**config.mk**
```make
export PLATFORM = sky130hd
export DESIGN_NAME = checksum_frame_validator_core_flat
export DESIGN_NICKNAME = d
export VERILOG_FILES = /design/src/rtl/cfv_pkg.sv /design/src/rtl/cfv_ifs.sv /design/src/rtl/cfv_frame_engine.sv /design/src/rtl/cfv_out_stage.sv /design/src/rtl/checksum_frame_validator_core.sv /design/src/flat_wrapper.sv
export SDC_FILE = /design/constraint.sdc
export NUM_CORES = 1
export LEC_CHECK = 0
export ABC_AREA = 1
export ABC_CLOCK_PERIOD_IN_PS = 3000
export BUFFER_PORTS_ARGS = -buffer_cell sky130_fd_sc_hd__buf_2
export CORE_MARGIN = 1.5
export CORE_UTILIZATION = 40
export DETAILED_ROUTE_END_ITERATION = 16
export GPL_ROUTABILITY_DRIVEN = 1
export GPL_TIMING_DRIVEN = 1
export MAX_ROUTING_LAYER = met4
export SYNTH_ARGS = -nofsm -noshare
export SYNTH_HDL_FRONTEND = slang
export SYNTH_SLANG_ARGS = --single-unit
```
**constraint.sdc**
```tcl
create_clock -name clk -period 3 [get_ports clk]
set_clock_uncertainty 0.2 [all_clocks]
set_input_delay 0 -clock clk [delete_from_list [all_inputs] [get_ports clk]]
set_output_delay 0 -clock clk [all_outputs]
set_load 0.05 [all_outputs]
```
**src/rtl/cfv_pkg.sv**
```systemverilog
`timescale 1ns / 1ps

package cfv_pkg;

  // Verdict codes carried in the status field of every result item.
  typedef enum logic [2:0] {
    ST_OK             = 3'd0,
    ST_BAD_START      = 3'd1,
    ST_BAD_COMPLEMENT = 3'd2,
    ST_BAD_LENGTH     = 3'd3,
    ST_BAD_CHECKSUM   = 3'd4
  } status_t;

  // Item kinds on the input channel.
  localparam logic KIND_DATA  = 1'b0;
  localparam logic KIND_ABORT = 1'b1;

  localparam logic [7:0] START_BYTE_RESET = 8'hFE;
  localparam logic [7:0] MIN_LENGTH       = 8'd8;
  localparam logic [7:0] LENGTH_POS       = 8'd6;
  localparam logic [7:0] COMMAND_POS      = 8'd7;
  localparam logic [7:0] FIRST_COMP_POS   = 8'd3;
  localparam logic [7:0] SECOND_COMP_POS  = 8'd4;
  localparam int unsigned SUM_MODULUS     = 100;

  typedef struct packed {
    status_t    status;
    logic [7:0] command;
    logic [7:0] frame_length;
    logic [7:0] header_first;
    logic [7:0] header_second;
  } result_t;

  // Reduces a value below 3 * SUM_MODULUS + SUM_MODULUS into 0..99 with three
  // parallel compares; the running sum plus one byte never exceeds 354.
  function automatic logic [6:0] mod_hundred(input logic [8:0] v);
    logic [8:0] r;
    begin
      if (v >= 9'(3 * SUM_MODULUS)) begin
        r = v - 9'(3 * SUM_MODULUS);
      end else if (v >= 9'(2 * SUM_MODULUS)) begin
        r = v - 9'(2 * SUM_MODULUS);
      end else if (v >= 9'(SUM_MODULUS)) begin
        r = v - 9'(SUM_MODULUS);
      end else begin
        r = v;
      end
      return r[6:0];
    end
  endfunction

endpackage

```
**src/rtl/cfv_ifs.sv**
```systemverilog
`timescale 1ns / 1ps

// Input channel: one received byte or an abort per item.
interface cfv_in_if;
  logic       valid;
  logic       ready;
  logic       kind;
  logic [7:0] data_byte;

  modport source (output valid, output kind, output data_byte, input ready);
  modport sink   (input valid, input kind, input data_byte, output ready);
endinterface

// Result channel: one verdict per frame.
interface cfv_out_if;
  logic       valid;
  logic       ready;
  logic [2:0] status;
  logic [7:0] command;
  logic [7:0] frame_length;
  logic [7:0] header_first;
  logic [7:0] header_second;

  modport source (output valid, output status, output command, output frame_length,
                  output header_first, output header_second, input ready);
  modport sink   (input valid, input status, input command, input frame_length,
                  input header_first, input header_second, output ready);
endinterface

// Configuration write channel for the start byte register.
interface cfv_cfg_if;
  logic       valid;
  logic       ready;
  logic [7:0] data;

  modport source (output valid, output data, input ready);
  modport sink   (input valid, input data, output ready);
endinterface

```
**src/rtl/cfv_frame_engine.sv**
```systemverilog
`timescale 1ns / 1ps

module cfv_frame_engine (
  input  logic            clk,
  input  logic            rst_n,
  input  logic            fire,
  input  logic            kind,
  input  logic [7:0]      data_byte,
  input  logic [7:0]      start_byte,
  output logic            res_valid,
  output cfv_pkg::result_t res
);
  import cfv_pkg::*;

  logic       in_frame_r, in_frame_nxt;
  logic [7:0] pos_r, pos_nxt;
  logic [7:0] exp_len_r, exp_len_nxt;
  logic [6:0] sum_r, sum_nxt;
  logic [7:0] hdr0_r, hdr0_nxt;
  logic [7:0] hdr1_r, hdr1_nxt;
  logic [7:0] hdr2_r, hdr2_nxt;
  logic [7:0] cmd_r, cmd_nxt;
  logic       cgood_r, cgood_nxt;

  logic       do_clear;
  logic [7:0] comp_ref;
  logic [7:0] cmd_cur;
  logic       last_byte;

  assign comp_ref  = (pos_r == FIRST_COMP_POS)  ? hdr0_r :
                     (pos_r == SECOND_COMP_POS) ? hdr1_r : hdr2_r;
  // With a length of eight the command byte is also the checksum byte.
  assign cmd_cur   = (pos_r == COMMAND_POS) ? data_byte : cmd_r;
  assign last_byte = ({1'b0, pos_r} + 9'd1) == {1'b0, exp_len_r};

  always_comb begin
    in_frame_nxt = in_frame_r;
    pos_nxt      = pos_r;
    exp_len_nxt  = exp_len_r;
    sum_nxt      = sum_r;
    hdr0_nxt     = hdr0_r;
    hdr1_nxt     = hdr1_r;
    hdr2_nxt     = hdr2_r;
    cmd_nxt      = cmd_r;
    cgood_nxt    = cgood_r;
    do_clear     = 1'b0;
    res_valid    = 1'b0;
    res          = '0;

    if (fire) begin
      if (kind == KIND_ABORT) begin
        do_clear = 1'b1;
      end else if (!in_frame_r) begin
        if (data_byte != start_byte) begin
          res_valid  = 1'b1;
          res.status = ST_BAD_START;
        end else begin
          do_clear = 1'b1;
        end
      end else begin
        pos_nxt = pos_r + 8'd1;
        if (pos_r < FIRST_COMP_POS) begin
          if (pos_r[1:0] == 2'd1) begin
            hdr1_nxt = data_byte;
          end else begin
            hdr2_nxt = data_byte;
          end
        end else if (pos_r < LENGTH_POS) begin
          if (comp_ref != ~data_byte) begin
            cgood_nxt = 1'b0;
          end
        end else if (pos_r == LENGTH_POS) begin
          exp_len_nxt = data_byte;
          if (data_byte < MIN_LENGTH) begin
            res_valid         = 1'b1;
            res.status        = ST_BAD_LENGTH;
            res.frame_length  = data_byte;
            res.header_first  = hdr1_r;
            res.header_second = hdr2_r;
            do_clear          = 1'b1;
          end else begin
            sum_nxt = mod_hundred({1'b0, data_byte});
          end
        end else begin
          cmd_nxt = cmd_cur;
          if (last_byte) begin
            res_valid = 1'b1;
            if (!cgood_r) begin
              res.status = ST_BAD_COMPLEMENT;
            end else if ({1'b0, sum_r} != data_byte) begin
              res.status = ST_BAD_CHECKSUM;
            end else begin
              res.status = ST_OK;
            end
            res.command       = cmd_cur;
            res.frame_length  = exp_len_r;
            res.header_first  = hdr1_r;
            res.header_second = hdr2_r;
            do_clear          = 1'b1;
          end else begin
            sum_nxt = mod_hundred({2'b00, sum_r} + {1'b0, data_byte});
          end
        end
      end

      if (do_clear) begin
        in_frame_nxt = 1'b0;
        pos_nxt      = '0;
        exp_len_nxt  = '0;
        sum_nxt      = '0;
        hdr0_nxt     = '0;
        hdr1_nxt     = '0;
        hdr2_nxt     = '0;
        cmd_nxt      = '0;
        cgood_nxt    = 1'b1;
        // A matching start byte opens a fresh frame right after the clear.
        if (kind == KIND_DATA && !in_frame_r) begin
          in_frame_nxt = 1'b1;
          hdr0_nxt     = data_byte;
          pos_nxt      = 8'd1;
        end
      end
    end
  end

  always_ff @(posedge clk) begin
    if (!rst_n) begin
      in_frame_r <= 1'b0;
      pos_r      <= '0;
      exp_len_r  <= '0;
      sum_r      <= '0;
      hdr0_r     <= '0;
      hdr1_r     <= '0;
      hdr2_r     <= '0;
      cmd_r      <= '0;
      cgood_r    <= 1'b1;
    end else begin
      in_frame_r <= in_frame_nxt;
      pos_r      <= pos_nxt;
      exp_len_r  <= exp_len_nxt;
      sum_r      <= sum_nxt;
      hdr0_r     <= hdr0_nxt;
      hdr1_r     <= hdr1_nxt;
      hdr2_r     <= hdr2_nxt;
      cmd_r      <= cmd_nxt;
      cgood_r    <= cgood_nxt;
    end
  end

endmodule

```
**src/rtl/cfv_out_stage.sv**
```systemverilog
`timescale 1ns / 1ps

module cfv_out_stage (
  input  logic             clk,
  input  logic             rst_n,
  input  logic             load,
  input  cfv_pkg::result_t res_in,
  input  logic             out_ready,
  output logic             out_valid,
  output cfv_pkg::result_t res_out,
  output logic             free
);
  import cfv_pkg::*;

  logic    valid_r, valid_nxt;
  result_t res_r;

  assign free      = !valid_r || out_ready;
  assign out_valid = valid_r;
  assign res_out   = res_r;

  always_comb begin
    valid_nxt = valid_r;
    if (load) begin
      valid_nxt = 1'b1;
    end else if (out_ready) begin
      valid_nxt = 1'b0;
    end
  end

  always_ff @(posedge clk) begin
    if (!rst_n) begin
      valid_r <= 1'b0;
    end else begin
      valid_r <= valid_nxt;
    end
  end

  always_ff @(posedge clk) begin
    if (load) begin
      res_r <= res_in;
    end
  end

endmodule

```
**src/rtl/checksum_frame_validator_core.sv**
```systemverilog
`timescale 1ns / 1ps

// Checksum frame validator. Items on in_ch are received bytes (kind 0) or an
// abort (kind 1) that drops any partial frame without a result. Every frame
// starts with the configured start byte, carries two header bytes, their
// three complements (start byte included), a length byte L, a command byte,
// payload and a checksum byte at position L-1 that must equal the sum modulo
// 100 of the bytes from the length byte up to the byte before the checksum.
// One result item on out_ch reports each frame: ok, bad complement or bad
// checksum at the last byte, bad length as soon as L is below 8, and bad
// start for each stray byte seen between frames. The block takes one item
// per clock cycle; an item passes an input register and then the frame logic
// into the result register, from which out_ch is offered the verdict after
// the frame logic has processed the last byte. Input stalls only while the
// result register holds an item that out_ch does not take. The start byte
// resets to 0xFE; the user must write it through cfg_ch only while the block
// is idle, which the block itself does not enforce.
module checksum_frame_validator_core (
  input  logic      clk,
  input  logic      rst_n,
  cfv_in_if.sink    in_ch,
  cfv_out_if.source out_ch,
  cfv_cfg_if.sink   cfg_ch
);
  import cfv_pkg::*;

  logic [7:0] start_byte_r;

  // Input register.
  logic       p_valid_r, p_valid_nxt;
  logic       p_kind_r;
  logic [7:0] p_byte_r;

  logic       out_free;
  logic       proc_fire;
  logic       in_fire;
  logic       res_valid;
  result_t    res_eng;
  result_t    res_out;

  // The configuration register is always ready to be written.
  assign cfg_ch.ready = 1'b1;

  always_ff @(posedge clk) begin
    if (!rst_n) begin
      start_byte_r <= START_BYTE_RESET;
    end else if (cfg_ch.valid) begin
      start_byte_r <= cfg_ch.data;
    end
  end

  // The held item moves on whenever the result register can take a verdict,
  // so a new byte enters in the same cycle the held one is processed.
  assign proc_fire   = p_valid_r && out_free;
  assign in_ch.ready = !p_valid_r || out_free;
  assign in_fire     = in_ch.valid && in_ch.ready;

  always_comb begin
    p_valid_nxt = p_valid_r;
    if (in_fire) begin
      p_valid_nxt = 1'b1;
    end else if (proc_fire) begin
      p_valid_nxt = 1'b0;
    end
  end

  always_ff @(posedge clk) begin
    if (!rst_n) begin
      p_valid_r <= 1'b0;
    end else begin
      p_valid_r <= p_valid_nxt;
    end
  end

  always_ff @(posedge clk) begin
    if (in_fire) begin
      p_kind_r <= in_ch.kind;
      p_byte_r <= in_ch.data_byte;
    end
  end

  cfv_frame_engine u_engine (
    .clk        (clk),
    .rst_n      (rst_n),
    .fire       (proc_fire),
    .kind       (p_kind_r),
    .data_byte  (p_byte_r),
    .start_byte (start_byte_r),
    .res_valid  (res_valid),
    .res        (res_eng)
  );

  cfv_out_stage u_out (
    .clk       (clk),
    .rst_n     (rst_n),
    .load      (res_valid),
    .res_in    (res_eng),
    .out_ready (out_ch.ready),
    .out_valid (out_ch.valid),
    .res_out   (res_out),
    .free      (out_free)
  );

  assign out_ch.status        = res_out.status;
  assign out_ch.command       = res_out.command;
  assign out_ch.frame_length  = res_out.frame_length;
  assign out_ch.header_first  = res_out.header_first;
  assign out_ch.header_second = res_out.header_second;

endmodule
```
**src/flat_wrapper.sv**
```systemverilog
// flat-port wrapper written by rule: the top's interface ports become plain ports
module checksum_frame_validator_core_flat import cfv_pkg::*;
  (clk, rst_n, in_ch_valid, in_ch_kind, in_ch_data_byte, in_ch_ready, out_ch_valid, out_ch_status, out_ch_command, out_ch_frame_length, out_ch_header_first, out_ch_header_second, out_ch_ready, cfg_ch_valid, cfg_ch_data, cfg_ch_ready);
  cfv_in_if in_ch_i ();
  cfv_out_if out_ch_i ();
  cfv_cfg_if cfg_ch_i ();
  input  logic clk;
  input  logic rst_n;
  input wire logic [$bits(in_ch_i.valid)-1:0] in_ch_valid;
  input wire logic [$bits(in_ch_i.kind)-1:0] in_ch_kind;
  input wire logic [$bits(in_ch_i.data_byte)-1:0] in_ch_data_byte;
  output wire logic [$bits(in_ch_i.ready)-1:0] in_ch_ready;
  output wire logic [$bits(out_ch_i.valid)-1:0] out_ch_valid;
  output wire logic [$bits(out_ch_i.status)-1:0] out_ch_status;
  output wire logic [$bits(out_ch_i.command)-1:0] out_ch_command;
  output wire logic [$bits(out_ch_i.frame_length)-1:0] out_ch_frame_length;
  output wire logic [$bits(out_ch_i.header_first)-1:0] out_ch_header_first;
  output wire logic [$bits(out_ch_i.header_second)-1:0] out_ch_header_second;
  input wire logic [$bits(out_ch_i.ready)-1:0] out_ch_ready;
  input wire logic [$bits(cfg_ch_i.valid)-1:0] cfg_ch_valid;
  input wire logic [$bits(cfg_ch_i.data)-1:0] cfg_ch_data;
  output wire logic [$bits(cfg_ch_i.ready)-1:0] cfg_ch_ready;
  assign in_ch_i.valid = in_ch_valid;
  assign in_ch_i.kind = in_ch_kind;
  assign in_ch_i.data_byte = in_ch_data_byte;
  assign in_ch_ready = in_ch_i.ready;
  assign out_ch_valid = out_ch_i.valid;
  assign out_ch_status = out_ch_i.status;
  assign out_ch_command = out_ch_i.command;
  assign out_ch_frame_length = out_ch_i.frame_length;
  assign out_ch_header_first = out_ch_i.header_first;
  assign out_ch_header_second = out_ch_i.header_second;
  assign out_ch_i.ready = out_ch_ready;
  assign cfg_ch_i.valid = cfg_ch_valid;
  assign cfg_ch_i.data = cfg_ch_data;
  assign cfg_ch_ready = cfg_ch_i.ready;
  checksum_frame_validator_core u_core (.clk(clk), .rst_n(rst_n), .in_ch(in_ch_i), .out_ch(out_ch_i), .cfg_ch(cfg_ch_i));
endmodule
```
# Word-level counts from Yosys, hierarchy flattened
# Index checks and enable logic that the tools add are counted.
# op_classes
n_addsub	9
n_mul	0
div	0
order_cmp	9
eq_ne	16
shifts	0
muxes	80
n_bitwise	5
n_reduce_logical	27
# ops
operator	n
$mux W8	30
$mux W35	3
$mux W7	14
$mux W24	2
$sub A7 B7 Y7 const B	4
$mux W1	26
$eq A8 B3 Y1 const B	3
$reduce_and A6 Y1	3
$ne A8 B8 Y1	2
$reduce_bool A2 Y1	8
$sub A7 B6 Y7 const B	2
$mux W3	4
$reduce_and A5 Y1	2
$add A7 B8 Y9	1
$add A8 B1 Y9 const B	1
$eq A9 B8 Y1	1
$ge A8 B9 Y1 const B	1
$ge A9 B7 Y1 const B	1
$ge A9 B8 Y1 const B	1
$ge A9 B9 Y1 const B	1
$add A8 B1 Y8 const B	1
$eq A8 B2 Y1 const B	1
$ge A8 B7 Y1 const B	1
$ge A8 B8 Y1 const B	1
21 further kinds	32
# word_totals
reg_bits	111
latchBits	0
ramBits	0
mem_bits_ro	0
inputBits	22
out_inout_bits	38
wordCells	165
n_memories	0

# Depth between registers and ports, before layout
# depth
ltp_word	12
ltp_mapped	21
ltp_nobuf	21

# By module
# A second synthesis with hierarchy kept.
# unflattened
hier_cells	904
hier_area_um2	6683.9
# modules_own_cells
mod	n_inst	cells_each	area_each_um2	seq_area_each_um2
cfv_frame_engine	1	808	4956.0	1141.1
cfv_out_stage	1	41	1097.3	1071.0
checksum_frame_validator_core	1	55	630.6	450.4

# Worst setup path before layout
# Ideal clock, no wire load.
# synth_path
path_type	flip-flop to flip-flop
start	register u_core.u_engine.pos_r[0]
end	register u_core.u_out.res_r (netlist bit u_core.u_out.res_out[0]), enable pin
setup_ns	0.393
arrival_time_ns	2.742
slack_ns	-0.334
stages_incl_launch_ff	18
synth_period_minus_slack_ns	3.334
path_cell_list	dfxtp_1 inv_1 ha_1 inv_1 nand2_1 nand2_1 nor2_1 nand3_1 nor2_1 nand2_1 nor2_1 nand2_1 nand2_1 nand3_2 inv_1 nand2_1 buf_2 nand2_1
# synth_between
elab_chain_len	9
word_cells_on_any_way	12
cone_classes	add/sub: 1; order compare: 2; eq/ne: 2; mux: 7
# synth_lines
item	line	text
from (decl)	cfv_frame_engine.sv:16	logic [7:0] pos_r, pos_nxt;
from (signal assigned)	cfv_frame_engine.sv:139	pos_r <= pos_nxt;
$add A8 B1 Y9	cfv_frame_engine.sv:34	assign last_byte = ({1'b0, pos_r} + 9'd1) == {1'b0, exp_len_r};
$eq A9 B8 Y1	cfv_frame_engine.sv:34	
$mux W1	cfv_frame_engine.sv:86	if (last_byte) begin
$mux W1	cfv_frame_engine.sv:72	end else if (pos_r == LENGTH_POS) begin
$mux W1	cfv_frame_engine.sv:68	end else if (pos_r < LENGTH_POS) begin
$mux W1 (*)	cfv_frame_engine.sv:62	if (pos_r < FIRST_COMP_POS) begin
$mux W1 (*)	cfv_frame_engine.sv:53	end else if (!in_frame_r) begin
$mux W1 (*)	cfv_frame_engine.sv:51	if (kind == KIND_ABORT) begin
$mux W1 (*)	cfv_frame_engine.sv:50	if (fire) begin
net u_core.res_valid	checksum_frame_validator_core.sv:37	logic res_valid;
to (signal assigned)	cfv_out_stage.sv:41	res_r <= res_in;
to (decl)	cfv_out_stage.sv:16	result_t res_r;
# The timed path passes the listed nets; every way through them passes the cells marked *.
# A chain may end at the register's enable or synchronous reset.

# Final worst setup path
# layout_path
start	register u_core.p_byte_r[0]
end	register u_core.u_engine.sum_r[4]
# layout_between
elab_chain_len	12
word_cells_on_any_way	44
cone_classes	add/sub: 7; order compare: 7; eq/ne: 6; mux: 22; reduce/logical: 2
# layout_lines
item	line	text
from (decl)	checksum_frame_validator_core.sv:32	logic [7:0] p_byte_r;
from (signal assigned)	checksum_frame_validator_core.sv:78	p_byte_r <= in_ch.data_byte;
$add A7 B8 Y9	cfv_frame_engine.sv:101	sum_nxt = mod_hundred({2'b00, sum_r} + {1'b0, data_byte});
$ge A9 B7 Y1 / $sub A7 B7 Y7 (equally long branches)	cfv_pkg.sv:43, cfv_pkg.sv:44	
$mux W7	cfv_pkg.sv:43	end else if (v >= 9'(SUM_MODULUS)) begin
$mux W7	cfv_pkg.sv:41	end else if (v >= 9'(2 * SUM_MODULUS)) begin
$mux W7	cfv_pkg.sv:39	if (v >= 9'(3 * SUM_MODULUS)) begin
$mux W7	cfv_frame_engine.sv:86	
$mux W7	cfv_frame_engine.sv:72	
$mux W7	cfv_frame_engine.sv:68	
$mux W7	cfv_frame_engine.sv:62	
$mux W7	cfv_frame_engine.sv:53	
$mux W7	cfv_frame_engine.sv:51	
$mux W7	cfv_frame_engine.sv:106	if (do_clear) begin
to (signal assigned)	cfv_frame_engine.sv:141	sum_r <= sum_nxt;
to (decl)	cfv_frame_engine.sv:18	logic [6:0] sum_r, sum_nxt;
# Parallel ways exist; a longest one is shown, timed or not. The select of a mux whose other input is x is not followed.

==> impl_metrics.toml <==
[power_and_ir_drop]
leakagePower_nw = 3.29
clockPowerShare_pct = 34.3
p_switching_mw = 1.03
p_per_area_nw_per_um2 = 435
fin_total_pwr_mw = 3.46
swShare_pct = 29.9
p_int_mw = 2.42
ir_worst_vdd_mv = 0.249
seq_power_share_pct = 47.4
comb_power_share_pct = 18.3

[setup_path]
arrival_ns = 2.92
crit_path_start_kind = "flip-flop"
critPathBufInv = 1
cp.required_ns = 3.06
crit_family = "adder cells"
crit_slowest_cell = "edfxtp_1"
path_common_cell = "nand2_1"
max_stage_delay_ns = 0.45
crit_type = "flip-flop to flip-flop"
crit_fanout = 7
crit_cells = 14
crit_chain = "ha_4, fa_2, xor2_1, buf_4, ha_1, nand2_1, nor3_2, nor2_1, nor2_2, a21oi_1, nand2_1, nand3_1, nand2_1, a21oi_2"
worst_r2r_path_depth = 14
endpoint_kind = "flip-flop"

[placement]
dp_slack_ns = -0.0124
place_congestion = 0.896
place.port_buffers = 58
dp_hpwl_um = 12700
dp_cells = 1167
dpl_cell_area_um2 = 7080

[layout]
final_area_um2 = 7940
nets = 1057
ff_latch_area_um2 = 2670
multiInputGateArea_um2 = 3280
n_fill_cell = 1530
final_core_util_pct = 51.8
drive_above_1_share_pct = 16.7
antenna_cells = 0
syn_to_final_growth_pct = 25.6
layout.cells.non_filler = 1226

[timing]
clock.fmax_mhz = 349
slew_violations = 0
setup_viol = 0
setup-tns-final_ns = 0
worstMarginPinSlew_ns = 0.561
finalCritPeriodShare_pct = 95.6
rsz0062_at_grt = "true"
hold_viol = 0
period_minus_slack_ns = 2.87
setup_ws_ns = 0.132
relSlewSlack_pct = 62.5
hold_slack_ns = 0.153

[job]
drv_cap = 0

[clock_tree]
path_clk_slew_ns = 0.08
cts.sinks = 111
h-tree-depth = 3
cts_tree = "yes"
cts_buffers = 9
clkLatencyLatePin_ns = 0.36
clockBufferDepth = 2
root_buffer = "clkbuf_16"

[detailed_routing]
vias = 6075
drt_wl_total_um = 17900
first_iter_violations = 521
wl_per_cell_um = 14.6
ant_nets = 0
drc = 0
dr.pass1.iters = 7
viasPerCell = 4.96

[logic_synthesis]
yosys.cell_count.top_type = "nand2_1"
synth_seq_cells = 111
ys_async_sr_fraction_pct = 0
synthCells = 885
synthDistinctLibCells = 36
synth_warnings = 0
synth_ff_type = "dfxtp_1"
synth.top_cells.by_area = "dfxtp_1 21%, edfxtp_1 21%, nand2_1 15%, nand3_1 8.3%, nor2_1 6.2%"
synth_area_per_cell_um2 = 7.14
netlist_area_um2 = 6320
syn_nets = 932
synth-edff-count = 44
yosysTopAreaCell = "dfxtp_1"
yosysSeqAreaShare_pct = 42.1
synth_top_area_share_pct = 21.2
synth.top_cells.by_count = "248 x nand2_1, 105 x nand3_1, 104 x nor2_1"

[global_routing]
grt_pass1_wl_um = 28900
grt-ovfl-total = 0
gr-usage-all-layers_pct = 23.0
antenna_found_initial = 0
grt_max_degree = 48
grt_pass1_vias = 5868

[floorplanning]
die_x_um = 129
start_util_pct = 41.3
die_area_um2 = 16600
core-area_um2 = 15300
rows = 45
ios = 60
die_height_um = 129

[run_status]
outcome = "finished, final reports clean"

[min_path]
min_path_type = "input pin to flip-flop"
holdPathStages = 2
-- cell usage in the layout, fill, tap and decap left out, types with 4 or more instances in the layout --
master	instances
o211ai_1	10
a22oi_1	4
a21oi_1	61
nand3_2	6
clkbuf_16	9
buf_4	41
xor2_1	6
buf_2	58
inv_1	95
xnor2_1	7
o21ai_0	28
o32ai_1	4
nand4_1	8
dfxtp_1	65
ha_4	4
nand2_1	242
nand2_4	5
nor2_2	6
dlygate4sd3_1	38
ha_1	18
nand2_2	7
a21oi_2	4
nor2_1	100
inv_2	9
edfxtp_1	44
nand3_1	100
-- cell type report --
type	instances	area share, %
Clock buffer	9	2.84
Clock inverter	7	0.898
Inverter	108	5.14
Multi-Input combinational cell	641	41.4
Sequential cell	111	33.6
Tap cell	211	3.33
Timing Repair Buffer	139	12.8
-- final timing paths --
| path | end | slack (ns) | startpoint |
|---|---|---|---|
| min | u_core.p_kind_r | 0.15 | in_ch_kind |
| max reg2reg | u_core.u_engine.sum_r[4] | 0.13 | u_core.p_byte_r[0] |
| min reg2reg | u_core.u_engine.cgood_r | 0.27 | u_core.u_engine.cgood_r |
| max | u_core.u_engine.sum_r[4] | 0.13 | u_core.p_byte_r[0] |
-- registers in the layout (all words and copies together), names as in the netlist --
name / count
u_core.u_engine.in_frame_r: 1
u_core.start_byte_r: 8
u_core.u_engine.pos_r: 8
u_core.p_valid_r: 1
u_core.u_engine.hdr2_r: 8
u_core.u_engine.cgood_r: 1
u_core.u_engine.exp_len_r: 8
u_core.u_out.res_out: 35
u_core.p_kind_r: 1
u_core.u_engine.hdr1_r: 8
u_core.u_engine.sum_r: 7
u_core.u_out.out_valid: 1
u_core.p_byte_r: 8
u_core.u_engine.hdr0_r: 8
u_core.u_engine.cmd_r: 8
-- timing repair --
| item | 4_1_cts | 5_1_grt |
|---|---|---|
| hold buffers | 38 | 0 |
| endpoints found under the setup margin | 5 | 84 |
| pin swaps | 0 | 18 |
| resized for setup | 2 | 36 |
| endpoints found under the hold margin | 33 | 0 |
| buffers inserted | 0 | 5 |
-- worst register-to-register path, cell delays in order (launching register included) --
cell and delay (ns):
edfxtp_1 0.45, ha_4 0.20, fa_2 0.40, xor2_1 0.19, buf_4 0.19, ha_1 0.22
nand2_1 0.09, nor3_2 0.24, nor2_1 0.09, nor2_2 0.18, a21oi_1 0.06, nand2_1 0.06
nand3_1 0.07, nand2_1 0.08, a21oi_2 0.05
-- metal layers --
| metal | vias to the layer above | global-route usage (%) | wire (µm) |
|---|---|---|---|
| li1 | 3139 | - | - |
| met1 | 2722 | 31.3 | 8560 |
| met2 | 178 | 35.0 | 8000 |
| met3 | 36 | 4.03 | 870 |
| met4 | 0 | 7.14 | 427 |
| met5 | - | - | 0 |
-- logic make-up (layout without fill, tap and decap cells) --
group | Yosys count | count (layout) | synth area share, %
other | 1 | 1 | 0.0593
buffers and inverters | 133 | 263 | 8.26
adder cells (fa/ha/maj) | 25 | 25 | 5.07
XOR/XNOR | 14 | 14 | 1.94
AO/OA/AOI/OAI | 118 | 118 | 10.3
AND/OR/NAND/NOR | 483 | 483 | 32.3
flip-flops | 111 | 111 | 42.1
-- power groups by stage --
| stage | clock network, mW | registers [mW] | logic, mW |
|---|---|---|---|
| detailed placement | 0 | 1.67 | 0.549 |
| floorplan | 0 | 1.73 | 0.311 |
| global placement | 0 | 1.67 | 0.552 |
| finish | 1.19 | 1.64 | 0.632 |
| CTS | 1.22 | 1.64 | 0.593 |
| global route | 1.26 | 1.64 | 0.696 |
No activity file was read; power rests on OpenSTA's default activity.
